<file path="src/hw/rtl/i2cwm_pkg.sv">
`timescale 1ns / 1ps

package i2cwm_pkg;

    localparam int unsigned PHASE_W   = 16;
    localparam int unsigned TIMEOUT_W = 8;
    localparam int unsigned CFG_W     = 16;
    localparam int unsigned WORD_W    = 16;
    localparam int unsigned BYTE_W    = 8;

    localparam logic [PHASE_W-1:0]   PHASE_TICKS_RST = 16'd5;
    localparam logic [TIMEOUT_W-1:0] ACK_TIMEOUT_RST = 8'd250;

    typedef enum logic {
        CFG_PHASE_TICKS = 1'b0,
        CFG_ACK_TIMEOUT = 1'b1
    } t_cfg_idx;

    typedef enum logic [1:0] {
        ACT_TICK    = 2'd0,
        ACT_WRITE   = 2'd1,
        ACT_POINTER = 2'd2,
        ACT_READ    = 2'd3
    } t_action;

    typedef enum logic [4:0] {
        ST_IDLE   = 5'd0,
        ST_START1 = 5'd1,
        ST_START2 = 5'd2,
        ST_START3 = 5'd3,
        ST_TXL    = 5'd4,
        ST_TXH    = 5'd5,
        ST_ACK1   = 5'd6,
        ST_ACK2   = 5'd7,
        ST_POLL   = 5'd8,
        ST_RXL    = 5'd9,
        ST_RXH    = 5'd10,
        ST_MACK1  = 5'd11,
        ST_MACK2  = 5'd12,
        ST_MACK3  = 5'd13,
        ST_STOP1  = 5'd14,
        ST_STOP2  = 5'd15,
        ST_STOP3  = 5'd16,
        ST_ESTOP1 = 5'd17,
        ST_ESTOP2 = 5'd18,
        ST_ESTOP3 = 5'd19,
        ST_DONE   = 5'd20,
        ST_DONEE  = 5'd21
    } t_step;

    typedef struct packed {
        logic              scl;
        logic              sda;
        logic              busy;
        logic              done;
        logic              err;
        logic [WORD_W-1:0] read_word;
    } t_bus_out;

endpackage

</file>
<file path="src/hw/rtl/i2cwm_seq.sv">
`timescale 1ns / 1ps

module i2cwm_seq
    import i2cwm_pkg::*;
(
    input  logic                 i_clk,
    input  logic                 i_rst_n,
    input  logic                 i_step,
    input  logic [PHASE_W-1:0]   i_phase_ticks,
    input  logic [TIMEOUT_W-1:0] i_ack_timeout,
    input  logic [1:0]           i_action,
    input  logic [BYTE_W-1:0]    i_dev_addr,
    input  logic [BYTE_W-1:0]    i_reg_addr,
    input  logic [WORD_W-1:0]    i_write_data,
    input  logic                 i_sda_in,
    output t_bus_out             o_bus
);

    t_step               r_step,  n_step;
    logic [PHASE_W-1:0]  r_phase, n_phase;
    logic [3:0]          r_bit,   n_bit;
    logic [1:0]          r_byte,  n_byte;
    logic [BYTE_W-1:0]   r_shift, n_shift;
    logic [BYTE_W-1:0]   r_poll,  n_poll;
    logic [WORD_W-1:0]   r_accum, n_accum;
    t_action             r_act,   n_act;
    logic [BYTE_W-1:0]   r_dev,   n_dev;
    logic [BYTE_W-1:0]   r_reg,   n_reg;
    logic [WORD_W-1:0]   r_data,  n_data;

    logic [PHASE_W-1:0]  w_pt;
    logic                w_ph_last;
    logic [PHASE_W-1:0]  w_phase_adv;
    logic [2:0]          w_total;
    logic [1:0]          w_next_byte;
    logic [BYTE_W-1:0]   w_tx_next;
    logic [BYTE_W-1:0]   w_tx_first;
    logic [3:0]          w_bit_inc;
    logic [BYTE_W:0]     w_poll_inc;

    // A zero phase length runs as one tick per phase.
    assign w_pt        = (i_phase_ticks == '0) ? PHASE_W'(1) : i_phase_ticks;
    assign w_ph_last   = ({1'b0, r_phase} + (PHASE_W+1)'(1)) >= {1'b0, w_pt};
    assign w_phase_adv = w_ph_last ? '0 : r_phase + PHASE_W'(1);
    assign w_bit_inc   = r_bit + 4'd1;
    assign w_poll_inc  = {1'b0, r_poll} + (BYTE_W+1)'(1);
    assign w_next_byte = r_byte + 2'd1;

    always_comb begin
        case (r_act)
            ACT_WRITE:   w_total = 3'd4;
            ACT_POINTER: w_total = 3'd2;
            default:     w_total = 3'd1;
        endcase
    end

    always_comb begin
        if (r_act == ACT_READ) begin
            w_tx_first = r_dev + BYTE_W'(1);
        end else begin
            w_tx_first = r_dev;
        end
    end

    always_comb begin
        if (r_act == ACT_READ) begin
            w_tx_next = r_dev + BYTE_W'(1);
        end else begin
            case (w_next_byte)
                2'd0:    w_tx_next = r_dev;
                2'd1:    w_tx_next = r_reg;
                2'd2:    w_tx_next = r_data[WORD_W-1:BYTE_W];
                default: w_tx_next = r_data[BYTE_W-1:0];
            endcase
        end
    end

    // Bus drive and status for the current step.
    always_comb begin
        o_bus           = '0;
        o_bus.scl       = 1'b1;
        o_bus.sda       = 1'b1;
        o_bus.busy      = 1'b1;
        o_bus.read_word = r_accum;
        case (r_step)
            ST_START2: o_bus.sda = 1'b0;
            ST_START3: begin
                o_bus.scl = 1'b0;
                o_bus.sda = 1'b0;
            end
            ST_TXL: begin
                o_bus.scl = 1'b0;
                o_bus.sda = r_shift[BYTE_W-1];
            end
            ST_TXH:  o_bus.sda = r_shift[BYTE_W-1];
            ST_ACK1: o_bus.scl = 1'b0;
            ST_RXL:  o_bus.scl = 1'b0;
            ST_MACK1, ST_MACK3: begin
                o_bus.scl = 1'b0;
                o_bus.sda = (r_byte != 2'd0);
            end
            ST_MACK2: o_bus.sda = (r_byte != 2'd0);
            ST_STOP1, ST_ESTOP1: begin
                o_bus.scl = 1'b0;
                o_bus.sda = 1'b0;
            end
            ST_STOP2, ST_ESTOP2: o_bus.sda = 1'b0;
            ST_POLL, ST_ACK2, ST_RXH, ST_START1, ST_STOP3, ST_ESTOP3: ;
            ST_DONE: begin
                o_bus.busy = 1'b0;
                o_bus.done = 1'b1;
            end
            ST_DONEE: begin
                o_bus.busy = 1'b0;
                o_bus.done = 1'b1;
                o_bus.err  = 1'b1;
            end
            default: o_bus.busy = 1'b0;
        endcase
    end

    always_comb begin
        n_step  = r_step;
        n_phase = r_phase;
        n_bit   = r_bit;
        n_byte  = r_byte;
        n_shift = r_shift;
        n_poll  = r_poll;
        n_accum = r_accum;
        n_act   = r_act;
        n_dev   = r_dev;
        n_reg   = r_reg;
        n_data  = r_data;
        case (r_step)
            ST_START1: begin
                n_phase = w_phase_adv;
                if (w_ph_last) n_step = ST_START2;
            end
            ST_START2: begin
                n_phase = w_phase_adv;
                if (w_ph_last) n_step = ST_START3;
            end
            ST_START3: begin
                n_phase = w_phase_adv;
                if (w_ph_last) begin
                    n_byte  = 2'd0;
                    n_shift = w_tx_first;
                    n_bit   = 4'd0;
                    n_step  = ST_TXL;
                end
            end
            ST_TXL: begin
                n_phase = w_phase_adv;
                if (w_ph_last) n_step = ST_TXH;
            end
            ST_TXH: begin
                n_phase = w_phase_adv;
                if (w_ph_last) begin
                    n_shift = {r_shift[BYTE_W-2:0], 1'b0};
                    n_bit   = w_bit_inc;
                    n_step  = (w_bit_inc >= 4'd8) ? ST_ACK1 : ST_TXL;
                end
            end
            ST_ACK1: begin
                n_phase = w_phase_adv;
                if (w_ph_last) n_step = ST_ACK2;
            end
            ST_ACK2: begin
                n_phase = w_phase_adv;
                if (w_ph_last) begin
                    n_poll = '0;
                    n_step = ST_POLL;
                end
            end
            ST_POLL: begin
                n_phase = '0;
                if (!i_sda_in) begin
                    if ({1'b0, w_next_byte} < w_total && w_next_byte != 2'd0) begin
                        n_byte  = w_next_byte;
                        n_shift = w_tx_next;
                        n_bit   = 4'd0;
                        n_step  = ST_TXL;
                    end else if (r_act == ACT_READ) begin
                        n_byte = 2'd0;
                        n_bit  = 4'd0;
                        n_step = ST_RXL;
                    end else begin
                        n_step = ST_STOP1;
                    end
                end else if (w_poll_inc > {1'b0, i_ack_timeout}) begin
                    if (r_act == ACT_READ) n_accum = '0;
                    n_step = ST_ESTOP1;
                end else begin
                    n_poll = w_poll_inc[BYTE_W-1:0];
                end
            end
            ST_RXL: begin
                n_phase = w_phase_adv;
                if (w_ph_last) n_step = ST_RXH;
            end
            ST_RXH: begin
                n_phase = w_phase_adv;
                if (w_ph_last) begin
                    n_accum = {r_accum[WORD_W-2:0], i_sda_in};
                    n_bit   = w_bit_inc;
                    n_step  = (w_bit_inc >= 4'd8) ? ST_MACK1 : ST_RXL;
                end
            end
            ST_MACK1: begin
                n_phase = w_phase_adv;
                if (w_ph_last) n_step = ST_MACK2;
            end
            ST_MACK2: begin
                n_phase = w_phase_adv;
                if (w_ph_last) n_step = ST_MACK3;
            end
            ST_MACK3: begin
                n_phase = w_phase_adv;
                if (w_ph_last) begin
                    if (r_byte == 2'd0) begin
                        n_byte = 2'd1;
                        n_bit  = 4'd0;
                        n_step = ST_RXL;
                    end else begin
                        n_step = ST_STOP1;
                    end
                end
            end
            ST_STOP1: begin
                n_phase = w_phase_adv;
                if (w_ph_last) n_step = ST_STOP2;
            end
            ST_STOP2: begin
                n_phase = w_phase_adv;
                if (w_ph_last) n_step = ST_STOP3;
            end
            ST_STOP3: begin
                n_phase = w_phase_adv;
                if (w_ph_last) n_step = ST_DONE;
            end
            ST_ESTOP1: begin
                n_phase = w_phase_adv;
                if (w_ph_last) n_step = ST_ESTOP2;
            end
            ST_ESTOP2: begin
                n_phase = w_phase_adv;
                if (w_ph_last) n_step = ST_ESTOP3;
            end
            ST_ESTOP3: begin
                n_phase = w_phase_adv;
                if (w_ph_last) n_step = ST_DONEE;
            end
            default: begin
                n_phase = '0;
                if (t_action'(i_action) == ACT_TICK) begin
                    n_step = ST_IDLE;
                end else begin
                    n_act   = t_action'(i_action);
                    n_dev   = i_dev_addr;
                    n_reg   = i_reg_addr;
                    n_data  = i_write_data;
                    n_bit   = 4'd0;
                    n_byte  = 2'd0;
                    n_poll  = '0;
                    n_shift = '0;
                    if (t_action'(i_action) == ACT_READ) n_accum = '0;
                    n_step  = ST_START1;
                end
            end
        endcase
    end

    always_ff @(posedge i_clk) begin
        if (!i_rst_n) begin
            r_step  <= ST_IDLE;
            r_phase <= '0;
            r_bit   <= '0;
            r_byte  <= '0;
            r_shift <= '0;
            r_poll  <= '0;
            r_accum <= '0;
            r_act   <= ACT_TICK;
            r_dev   <= '0;
            r_reg   <= '0;
            r_data  <= '0;
        end else if (i_step) begin
            r_step  <= n_step;
            r_phase <= n_phase;
            r_bit   <= n_bit;
            r_byte  <= n_byte;
            r_shift <= n_shift;
            r_poll  <= n_poll;
            r_accum <= n_accum;
            r_act   <= n_act;
            r_dev   <= n_dev;
            r_reg   <= n_reg;
            r_data  <= n_data;
        end
    end

endmodule

</file>
<file path="src/hw/rtl/i2c_register_word_master.sv">
`timescale 1ns / 1ps

// Bit-level I2C master for 16-bit register writes, pointer sets and word reads. Every
// accepted item is one bus tick: it carries the sampled SDA level and, while the master
// is idle, an optional command, and it yields exactly one result item holding the SCL and
// SDA drive, busy, done, error and the last read word as they stood at the start of that
// tick. The sequencer advances once per accepted item, so one item is taken every clock
// cycle while results are taken; the result register decouples the sides, and a new item
// is accepted whenever that register is empty or its item is taken in the same cycle.
// Configuration registers hold the SCL phase length in ticks and the ACK poll timeout.

module i2c_register_word_master
    import i2cwm_pkg::*;
(
    input  logic                 i_clk,
    input  logic                 i_rst_n,
    input  logic                 i_cfg_we,
    input  logic                 i_cfg_idx,
    input  logic [CFG_W-1:0]     i_cfg_wdata,
    input  logic                 i_in_valid,
    output logic                 o_in_ready,
    input  logic [1:0]           i_action,
    input  logic [BYTE_W-1:0]    i_dev_addr,
    input  logic [BYTE_W-1:0]    i_reg_addr,
    input  logic [WORD_W-1:0]    i_write_data,
    input  logic                 i_sda_in,
    output logic                 o_out_valid,
    input  logic                 i_out_ready,
    output logic                 o_scl_level,
    output logic                 o_sda_level,
    output logic                 o_busy_res,
    output logic                 o_done_res,
    output logic                 o_ack_error,
    output logic [WORD_W-1:0]    o_read_word
);

    logic [PHASE_W-1:0]   r_phase_ticks;
    logic [TIMEOUT_W-1:0] r_ack_timeout;
    logic                 r_out_valid, n_out_valid;
    t_bus_out             r_out;
    t_bus_out             w_bus;
    logic                 w_accept;

    assign o_in_ready = !r_out_valid || i_out_ready;
    assign w_accept   = i_in_valid && o_in_ready;

    i2cwm_seq u_seq (
        .i_clk         (i_clk),
        .i_rst_n       (i_rst_n),
        .i_step        (w_accept),
        .i_phase_ticks (r_phase_ticks),
        .i_ack_timeout (r_ack_timeout),
        .i_action      (i_action),
        .i_dev_addr    (i_dev_addr),
        .i_reg_addr    (i_reg_addr),
        .i_write_data  (i_write_data),
        .i_sda_in      (i_sda_in),
        .o_bus         (w_bus)
    );

    always_ff @(posedge i_clk) begin
        if (!i_rst_n) begin
            r_phase_ticks <= PHASE_TICKS_RST;
            r_ack_timeout <= ACK_TIMEOUT_RST;
        end else if (i_cfg_we) begin
            case (t_cfg_idx'(i_cfg_idx))
                CFG_PHASE_TICKS: r_phase_ticks <= i_cfg_wdata[PHASE_W-1:0];
                CFG_ACK_TIMEOUT: r_ack_timeout <= i_cfg_wdata[TIMEOUT_W-1:0];
                default: ;
            endcase
        end
    end

    always_comb begin
        if (w_accept) begin
            n_out_valid = 1'b1;
        end else if (i_out_ready) begin
            n_out_valid = 1'b0;
        end else begin
            n_out_valid = r_out_valid;
        end
    end

    always_ff @(posedge i_clk) begin
        if (!i_rst_n) begin
            r_out_valid <= 1'b0;
        end else begin
            r_out_valid <= n_out_valid;
        end
    end

    always_ff @(posedge i_clk) begin
        if (w_accept) begin
            r_out <= w_bus;
        end
    end

    assign o_out_valid = r_out_valid;
    assign o_scl_level = r_out.scl;
    assign o_sda_level = r_out.sda;
    assign o_busy_res  = r_out.busy;
    assign o_done_res  = r_out.done;
    assign o_ack_error = r_out.err;
    assign o_read_word = r_out.read_word;

endmodule

</file>
<file path="config.mk">
export PLATFORM = sky130hd
export DESIGN_NAME = i2c_register_word_master
export DESIGN_NICKNAME = d
export VERILOG_FILES = /design/src/hw/rtl/i2cwm_pkg.sv /design/src/hw/rtl/i2cwm_seq.sv /design/src/hw/rtl/i2c_register_word_master.sv
export SDC_FILE = /design/constraint.sdc
export NUM_CORES = 1
export LEC_CHECK = 0
export ABC_AREA = 1
export BUFFER_PORTS_ARGS = -buffer_cell sky130_fd_sc_hd__clkbuf_2
export CAP_MARGIN = 20
export CORE_UTILIZATION = 50
export DETAILED_ROUTE_END_ITERATION = 8
export GPL_TIMING_DRIVEN = 0
export PLACE_DENSITY = 0.71
export RECOVER_POWER = 100
export SETUP_SLACK_MARGIN = 0.15
export SYNTH_ARGS = -nofsm -noshare
export SYNTH_HDL_FRONTEND = slang
export SYNTH_SLANG_ARGS = --single-unit
</file>
<file path="constraint.sdc">
create_clock -name i_clk -period 9.06 [get_ports i_clk]
set_clock_uncertainty 0.2 [all_clocks]
set_input_delay 1.812 -clock i_clk [delete_from_list [all_inputs] [get_ports i_clk]]
set_output_delay 1.812 -clock i_clk [all_outputs]
set_load 0.02 [all_outputs]
</file>
==> flow_metrics.py <==
metrics = {
    "timing": {
        "rsz0062_at_grt": "no",
        "slew_headroom_pct": -25.0,
        "fin_setup_tns_ns": 0,
        "min_period_over_period_pct": 50.6,
        "slew_violations": 31,
        "worstMarginPinSlew_ns": 1.88,
        "maxClockFrequency_mhz": 218,
        "hold_viol": 0,
        "setup_violations": 0,
        "fin_crit_ns": 4.58,
    },
    "yosys": {
        "synth_async_sr_flop_share_pct": 0,
        "ys_seq_area_share_pct": 39.0,
        "synth.area.top_cells": "dfxtp_1 31%, nand2_1 13%, edfxtp_1 8.2%",
        "synth_area_um2": 7670,
        "ys_ff_latch": 139,
        "yosysTopAreaCell": "dfxtp_1",
        "syn_nets": 1199,
        "ys_warn_count": 0,
        "synthDominantCellAreaShare_pct": 30.8,
        "synth.avg_cell_area_um2": 6.95,
        "synthFlopType": "dfxtp_1",
        "synth_edf_count": 21,
        "synth.distinct_cells": 45,
        "synthCells": 1105,
    },
    "detailed_routing": {
        "antenna_left": 0,
        "wire_per_inst_um": 14.3,
        "route.detailed.drc": 0,
        "drt_iter0_drc": 580,
        "firstDrtPassIters": 5,
        "drt_wl_total_um": 20100,
        "via_count": 7387,
        "vias_per_cell": 5.28,
    },
    "clock_tree": {
        "ctsResizeCount": 0,
        "clock_latency_ns": 0.42,
        "cts_tree": "yes",
        "cts_setup_buffers": 0,
        "path_clk_slew_ns": 0.06,
        "clk_path_buf_depth": 2,
        "cts_made_buffers": 17,
        "hold_buffers": 0,
        "root_buffer": "clkbuf_16",
        "h-tree-depth": 4,
        "cts.sinks": 139,
    },
    "place": {
        "place.gp.congestion": 0.937,
        "place_area_um2": 8300,
        "io_buffers": 79,
        "dp.final_hpwl_um": 15100,
    },
    "finish": {
        "multiInputGateArea_um2": 3970,
        "synthToLayoutAreaGrowth_pct": 14.1,
        "stdcell_area_um2": 8750,
        "num_antenna_cells": 0,
        "drive_gt1_share_pct": 9.21,
        "nets": 1297,
        "seq_area_um2": 2990,
        "nFillCells": 1439,
    },
    "power_and_ir_drop": {
        "p_per_area_nw_per_um2": 291,
        "leakagePower_uw": 0.00392,
        "vdd_drop_max_mv": 0.178,
    },
    "flow_run": {
        "drv_cap": 1,
    },
    "worst_setup_path": {
        "crit_chain": "clkbuf_2, inv_1, nand2_1, nand2_1, inv_1, clkbuf_1, clkbuf_1, nand3_1, a21oi_1",
        "cp-end-kind": "flip-flop",
        "arrival_ns": 4.73,
        "path_max_fanout": 30,
        "cp.required_ns": 9.21,
        "path_class": "input pin to flip-flop",
        "max_stage_delay_ns": 1.40,
        "critPathLaunchType": "input pin",
        "cp_slowest_cell": "clkbuf_1",
    },
    "global_routing": {
        "overflow": 0,
        "grt_pass1_wl_um": 32300,
        "antenna_found_initial": 0,
        "grt_usage_pct": 25.8,
        "grt_pass1_vias": 6726,
        "grt_max_degree": 31,
    },
    "min_path": {
        "min_path_type": "flip-flop to flip-flop",
    },
    "floorplan": {
        "start_util_pct": 52.0,
        "row_count": 44,
        "dieHeight_um": 126,
        "die_area_um2": 15800,
        "io_pins": 80,
        "fp.dieW_um": 126,
        "coreArea_um2": 14800,
    },
    "run_status": {
        "violations": "capacitance limit, slew limit",
        "status": "finished with violations",
    },
}
## Yosys cell counts (4+ instances only)
cell type and instances:
inv_2 10, nand2_1 272, a22oi_1 4, nand2_2 6
edfxtp_1 21, buf_4 4, dfxtp_1 118, nor3_1 13
o211ai_1 16, xnor2_1 5, clkbuf_1 24, ha_1 37
nor2_1 152, nand3_1 69, buf_2 8, o21ai_0 59
nand4_1 12, inv_1 115, a21oi_1 101, xor2_1 12
nor4_1 4, nor2_2 4
## power breakdown
part / total [µW] / internal (µW) / leakage, µW / switching [µW]
clock network: 655 / 385 / 0.000261 / 270
logic: 1020 / 323 / 0.00249 / 696
registers: 870 / 773 / 0.00117 / 97.2
total: 2540 / 1480 / 0.00392 / 1060
## kinds of logic (layout without fill, tap and decap cells)
group                      Yosys count  count (layout)  synth area share [%]
AOI/OAI and AO/OA                  199             199                  14.2
xor gates and xnor gates            17              17                  1.94
adders and majority gates           37              37                  6.03
buffers and inverters              167             278                  8.79
DFF                                139             139                  39.0
and+or+nand+nor                    546             546                  30.0
## layer usage
metal  wire length (µm)  global-route usage, %  vias up
li1                   -                      -     3805
met1               9630                   34.5     3341
met2               9120                   42.5      207
met3                987                   4.38       34
met4                350                   8.08        0
met5                  0                      0        -
## critical path: cells and delay by family
kind                   cells  cell delay, ns
AO/OA/AOI/OAI              1            0.21
AND/OR/NAND/NOR            3            0.56
buffers and inverters      5            2.14
## final timing paths
path	startpoint	to	slack [ns]	cells past startpoint
worst max-delay path	i_out_ready	u_seq.r_data[8]$_SDFFE_PN0P_	4.48	9
worst min-delay path	u_seq.r_accum[12]$_SDFFE_PN0P_	o_read_word[12]$_DFFE_PP_	0.23	0
worst max register to register	u_seq.r_phase[0]$_SDFFE_PN0P_	u_seq.r_phase[14]$_SDFFE_PN0P_	4.63	20
worst min register to register	u_seq.r_accum[12]$_SDFFE_PN0P_	o_read_word[12]$_DFFE_PP_	0.23	0
## cell type report
cell class / instances / area share, %
Clock buffer: 22 / 5.19
Multi-Input combinational cell: 799 / 45.3
Buffer: 39 / 1.92
Tap cell: 184 / 2.63
Sequential cell: 139 / 34.2
Timing Repair Buffer: 79 / 4.17
Clock inverter: 10 / 1.07
Inverter: 128 / 5.49
## through the flow
step / setup slack (ns) / power [µW] / hold WS, ns / instances / utilization, %
floorplan: 4.93 / 1640 / 0.208 / 1105 / -
CTS: 4.88 / 2580 / 0.233 / 1400 / 60.0
global route: 4.13 / 2720 / 0.254 / 1400 / 59.3
detailed placement: 4.72 / 1920 / 0.223 / 1368 / 56.3
finish: 4.48 / 2540 / 0.233 / 1400 / 59.3
global placement: 4.14 / 1900 / 0.216 / 1368 / 56.3
## cell usage in the layout, fill, tap and decap left out, drive strengths merged, types with 2 or more instances in the layout
cell type,instances
clkinvlp,3
nand4,13
dfxtp,118
o21bai,2
edfxtp,21
inv,127
o221ai,2
nand2,279
a22oi,4
nor4,4
o211ai,16
nand3,72
buf,8
xor2,12
a211oi,2
clkinv,7
nor2,158
ha,37
nand3b,2
a21oi,102
nor3,15
or2,2
o21a,2
o21ai,63
clkbuf,132
a21o,2
xnor2,5
No activity file was read; power rests on OpenSTA's default activity.
